==> src/hdl/sbb_pkg.sv <==
// Shared types, constants and helpers of the spectrum bar ballistics block.
package sbb_pkg;

    localparam int NUM_BARS    = 512;
    localparam int BAR_W       = 9;
    localparam int BAR_AW      = (NUM_BARS > 1) ? $clog2(NUM_BARS) : 1;
    localparam int LEVEL_W     = 17;
    localparam int CEIL_W      = 16;
    localparam int EL_W        = 10;
    localparam int WEIGHT_W    = 9;
    localparam int HOLD_W      = 14;
    localparam int RATE_W      = 15;
    localparam int AGE_W       = 16;
    localparam int FALL_W      = 16;
    localparam int CFG_IDX_W   = 3;
    localparam int CFG_DATA_W  = 17;
    localparam int QUEUE_DEPTH = 4;

    localparam int WEIGHT_ONE  = 256;
    localparam int WEIGHT_FRAC = 8;
    localparam int ROUND_HALF  = 128;
    localparam int RESET_FLOOR = -20480;

    // Fall step: round(rate * elapsed / 1000) as floor((p + 500) / 8) / 125,
    // where the division by 125 is a multiplication by a rounded-up reciprocal.
    localparam int FR_PROD_W     = RATE_W + EL_W;
    localparam int ROUND_ADD     = 500;
    localparam int DIV_PRE_SHIFT = 3;
    localparam int DIV_N_W       = FR_PROD_W - DIV_PRE_SHIFT;
    localparam int RECIP_W       = 23;
    localparam int RECIP_SHIFT   = 29;
    localparam int MUL_W         = DIV_N_W + RECIP_W;
    localparam logic [RECIP_W-1:0] RECIP_MUL = 23'd4294968;

    localparam logic [AGE_W-1:0] AGE_MAX = '1;

    typedef logic signed [LEVEL_W-1:0] level_t;

    typedef enum logic [CFG_IDX_W-1:0] {
        CFG_ATTACK  = 3'd0,
        CFG_RELEASE = 3'd1,
        CFG_HOLD_ON = 3'd2,
        CFG_HOLD_MS = 3'd3,
        CFG_RATE    = 3'd4,
        CFG_FLOOR   = 3'd5,
        CFG_CEILING = 3'd6
    } cfg_idx_t;

    typedef struct packed {
        logic [WEIGHT_W-1:0]      attack_weight;
        logic [WEIGHT_W-1:0]      release_weight;
        logic                     peak_hold_on;
        logic [HOLD_W-1:0]        hold_time_ms;
        logic [RATE_W-1:0]        fall_rate;
        logic signed [LEVEL_W-1:0] floor_level;
        logic signed [CEIL_W-1:0]  ceiling_level;
    } cfg_t;

    typedef struct packed {
        logic [BAR_W-1:0]  bar;
        logic              in_range;
        level_t            target;
        logic [EL_W-1:0]   elapsed;
        logic [FALL_W-1:0] fall;
    } q_item_t;

    typedef struct packed {
        level_t           level;
        level_t           peak;
        logic [AGE_W-1:0] age;
    } bar_state_t;

    localparam int STATE_W = $bits(bar_state_t);

    function automatic logic [BAR_AW-1:0] bar_addr(input logic [BAR_W-1:0] bar);
        return BAR_AW'(bar);
    endfunction

endpackage

==> src/hdl/sbb_fifo.sv <==
// Short queue of classified beats between the front and back parts.
module sbb_fifo (
    input  logic             clk,
    input  logic             rst_n,
    input  logic             push_valid,
    input  sbb_pkg::q_item_t push_data,
    output logic             push_ready,
    output logic             pop_valid,
    output sbb_pkg::q_item_t pop_data,
    input  logic             pop_ready
);
    import sbb_pkg::*;

    localparam int QPTR_W = (QUEUE_DEPTH > 1) ? $clog2(QUEUE_DEPTH) : 1;

    q_item_t           entries_reg [QUEUE_DEPTH];
    logic [QPTR_W-1:0] wr_ptr_reg, wr_ptr_next;
    logic [QPTR_W-1:0] rd_ptr_reg, rd_ptr_next;
    logic [QPTR_W:0]   count_reg, count_next;
    logic              do_push, do_pop;

    assign push_ready = (count_reg != (QPTR_W+1)'(QUEUE_DEPTH));
    assign pop_valid  = (count_reg != '0);
    assign pop_data   = entries_reg[rd_ptr_reg];
    assign do_push    = push_valid && push_ready;
    assign do_pop     = pop_valid && pop_ready;

    always_comb
    begin
        wr_ptr_next = wr_ptr_reg;
        rd_ptr_next = rd_ptr_reg;
        count_next  = count_reg;
        if (do_push)
        begin
            wr_ptr_next = (wr_ptr_reg == QPTR_W'(QUEUE_DEPTH - 1)) ? '0 : wr_ptr_reg + 1'b1;
        end
        if (do_pop)
        begin
            rd_ptr_next = (rd_ptr_reg == QPTR_W'(QUEUE_DEPTH - 1)) ? '0 : rd_ptr_reg + 1'b1;
        end
        if (do_push && !do_pop)
        begin
            count_next = count_reg + 1'b1;
        end
        else if (do_pop && !do_push)
        begin
            count_next = count_reg - 1'b1;
        end
    end

    always_ff @(posedge clk or negedge rst_n)
    begin
        if (!rst_n)
        begin
            wr_ptr_reg <= '0;
            rd_ptr_reg <= '0;
            count_reg  <= '0;
        end
        else
        begin
            wr_ptr_reg <= wr_ptr_next;
            rd_ptr_reg <= rd_ptr_next;
            count_reg  <= count_next;
        end
    end

    always_ff @(posedge clk)
    begin
        if (do_push)
        begin
            entries_reg[wr_ptr_reg] <= push_data;
        end
    end
endmodule

==> config.mk <==
export PLATFORM = sky130hd
export DESIGN_NAME = sbb_fifo
export DESIGN_NICKNAME = d
export VERILOG_FILES = /design/src/hdl/sbb_pkg.sv /design/src/hdl/sbb_fifo.sv
export SDC_FILE = /design/constraint.sdc
export NUM_CORES = 1
export LEC_CHECK = 0
export BUFFER_PORTS_ARGS = -buffer_cell sky130_fd_sc_hd__buf_2
export CAP_MARGIN = 20
export CELL_PAD_IN_SITES_DETAIL_PLACEMENT = 2
export CELL_PAD_IN_SITES_GLOBAL_PLACEMENT = 2
export CORE_MARGIN = 3
export CORE_UTILIZATION = 45
export DETAILED_ROUTE_END_ITERATION = 12
export GPL_TIMING_DRIVEN = 0
export PLACE_DENSITY_LB_ADDON = 0.12
export SLEW_MARGIN = 20
export SYNTH_ARGS = -nofsm -noshare
export SYNTH_HDL_FRONTEND = slang
export SYNTH_SLANG_ARGS = --single-unit
==> constraint.sdc <==
create_clock -name clk -period 2.4 [get_ports clk]
set_clock_uncertainty 0.15 [all_clocks]
set_input_delay 0 -clock clk [delete_from_list [all_inputs] [get_ports clk]]
set_output_delay 0 -clock clk [all_outputs]
set_load 0.1 [all_outputs]
==> impl_metrics.csv <==
group,metric,value,unit
clocking,root_buffer,"clkbuf_16",
clocking,clockBufferDepth,3,
clocking,cts_buffers,24,
worst_setup_path,crit_chain,"or3b_4 -> and2_4 -> ha_4 -> inv_1 -> fa_2 -> mux2_2",
floorplan,die_y,140,microns
sta,relSlewSlack,64.5,%
worst_setup_path,rr_endpoint,"count_reg[1]",
clocking,clock_latency,520,ps
routing,vias_per_cell,5.39,
worst_setup_path,critPathMaxFanout,6,
sta,hold_viol,0,
cells_and_area,final_common_cell,"edfxtp_1",
floorplan,design.core.area,17400,sq um
cells_and_area,layout_common_cells,"edfxtp_1 (212), buf_2 (79), dlygate4sd3_1 (57)",
placement,io_buffer_count,111,
synthesis,seq_area_frac_synth,81.0,%
sta,holdWs,93.8,ps
floorplan,design.die.area,19600,sq um
clocking,tritoncts,"built",
global_routing,grt_max_degree,34,
clocking,htreeDepth,1,
global_routing,grt.total_usage,21.8,%
routing,num_vias,4054,
synthesis,syn_area_per_cell,25.8,sq um
placement,hpwlAfterDp,11.8,mm
global_routing,overflow,0,
routing,drtAntennaViolNets,0,
worst_setup_path,critPathKind,"flip-flop to flip-flop",
clocking,postCtsSetupRepairBufs,0,
cells_and_area,antennaDiodeCount,0,
sta,slew_violations,0,
placement,gp_congestion,0.674,
sta,fin_crit,2300,ps
worst_setup_path,crit_slowest_cell,"or3b_4",
min_path,hold_path_class,"primary input to flip-flop",
cells_and_area,drive_above_1_share,43.3,%
cells_and_area,largest_reg_flops,212,
global_routing,grt_pass1_wl,31.6,mm
worst_setup_path,critPathCaptureType,"flip-flop",
worst_setup_path,path_buf_inv,1,
clocking,cts_sinks,219,
global_routing,antenna_found_initial,1,
worst_setup_path,worst_r2r_path_depth,6,
worst_setup_path,arrival,2550,ps
worst_setup_path,start_kind,"flip-flop",
min_path,hp-start,"push_data[16]",
sta,min_period_over_period,95.9,%
floorplan,initial_core_util,46.3,%
synthesis,yosysTopAreaCellShare,78.9,%
worst_setup_path,regToRegStartpoint,"count_reg[1]",
job,cap_violations,0,
routing,drtPass1Iterations,4,
cells_and_area,area_growth,29.3,%
sta,max_freq,435,MHz
global_routing,grt_pass1_vias,4768,
floorplan,die_width,140,microns
worst_setup_path,critPathMaxStageDelay,450,ps
min_path,hold_end,"entries_reg[1][16]",
synthesis,synthesis.nets,377,
synthesis,synth_warnings,0,
sta,setup_viol,0,
synthesis,mappedNetlistArea,8070,sq um
floorplan,rows,48,
synthesis,synth.area.top_cells,"edfxtp_1 (79%), mux4_2 (15%), dfrtp_1 (2.2%)",
routing,drcViolationCount,0,
cells_and_area,fillers,1377,
synthesis,ys_seq_elements,219,
routing,avgRoutedWirePerCell,27.8,microns
worst_setup_path,cp_top_family,"simple AND/OR/NAND/NOR gates",
clocking,path_clk_slew,60,ps
worst_setup_path,r2r_setup_slack,100,ps
synthesis,yosysUniqueCellTypes,19,
worst_setup_path,crit_path_start,"count_reg[1]",
run_status,status,"completed",
synthesis,synth_cells,313,
routing,dr.first_iter.drc_count,209,
floorplan,ios,112,
cells_and_area,fin_nets,575,
worst_setup_path,critical_path_required,2650,ps
synthesis,synth_area_leader_cell,"edfxtp_1",
min_path,whs_path_depth,2,
sta,worst_pin_slew,536,ps
routing,drt-total-wl,20.9,mm
## cells by family after synthesis
group,count (synthesis),share of synthesized area [%]
multiplexers,58,15.6
flip-flops,219,81.0
AND/OR/NAND/NOR,11,0.899
buffers and inverters,15,0.977
XOR/XNOR,3,0.326
adder cells (fa/ha/maj),7,1.18
## metrics by stage
| step | std cells | cell area (sq um) | worst slack (ps) | utilization [%] | TNS [ps] |
|---|---|---|---|---|---|
| 4_1_cts | 752 | 10400 | 2.77 | 59.6 | 0 |
| 6_report | 752 | 10400 | 99.1 | 59.9 | 0 |
| 3_3_place_gp | 649 | 8910 | -120 | 51.2 | -23610 |
| 5_1_grt | 752 | 10400 | -0.986 | 59.9 | -0.986 |
| 3_5_place_dp | 653 | 9010 | -25.7 | 51.7 | -25.7 |
| 2_1_floorplan | 313 | 8080 | 2.43 | - | 0 |
## synthesized netlist by cell type, drive strengths merged
master and n:
and2 1, and3 4, buf 12, dfrtp 7
edfxtp 212, fa 1, ha 6, inv 3
mux2 5, mux4 53, nand2 1, nor2 3
or3 1, or3b 1, xnor2 1, xor2 2
## cell type report
type	count	area [sq um]	area share, %
Buffer	12	100	0.959
Clock buffer	32	631	6.04
Clock inverter	10	82.6	0.791
Inverter	3	11.3	0.108
Multi-Input combinational cell	79	1490	14.3
Sequential cell	219	6540	62.7
Tap cell	225	282	2.70
Timing Repair Buffer	172	1300	12.4
## repair_timing
action                     in CTS  in global routing
hold buffers                   57                  0
setup endpoints to repair      49                 40
pin swaps                       0                  1
resized for setup              33                 22
gates cloned                    0                  0
hold endpoints to repair      311                  0
## per-layer routing
layer / track usage [%] / part of all wire, % / vias to the layer above
met2: 39.3 / 55 / 121
met1: 27.2 / 38 / 2171
met3: 4.20 / 4.6 / 30
met5: 0 / 0 / -
li1: - / - / 1732
met4: 5.41 / 2.2 / 0
## worst reg2reg max path: cells and delay by family, from the launching register on
kind / cells / cell delay [ps]
fa+ha+maj: 2 / 600
simple gates: 2 / 660
flops: 1 / 430
buf+inv: 1 / 70
mux: 1 / 270
## worst max-delay path by stage
| stage | end | slack, ps | depth (start not counted) |
|---|---|---|---|
| after floorplan | count_reg[1] | 2 | 6 |
| after global placement | entries_reg[2][50] | -120 | 2 |
| after detailed placement | count_reg[2] | -30 | 8 |
| after CTS | pop_data[15] | 3 | 4 |
| after global routing | pop_data[12] | -1 | 4 |
| final | count_reg[1] | 100 | 6 |
Power is left out: the tool's default activity adds up to more than one toggle a clock period on the data nets, which glitch-free logic cannot reach.
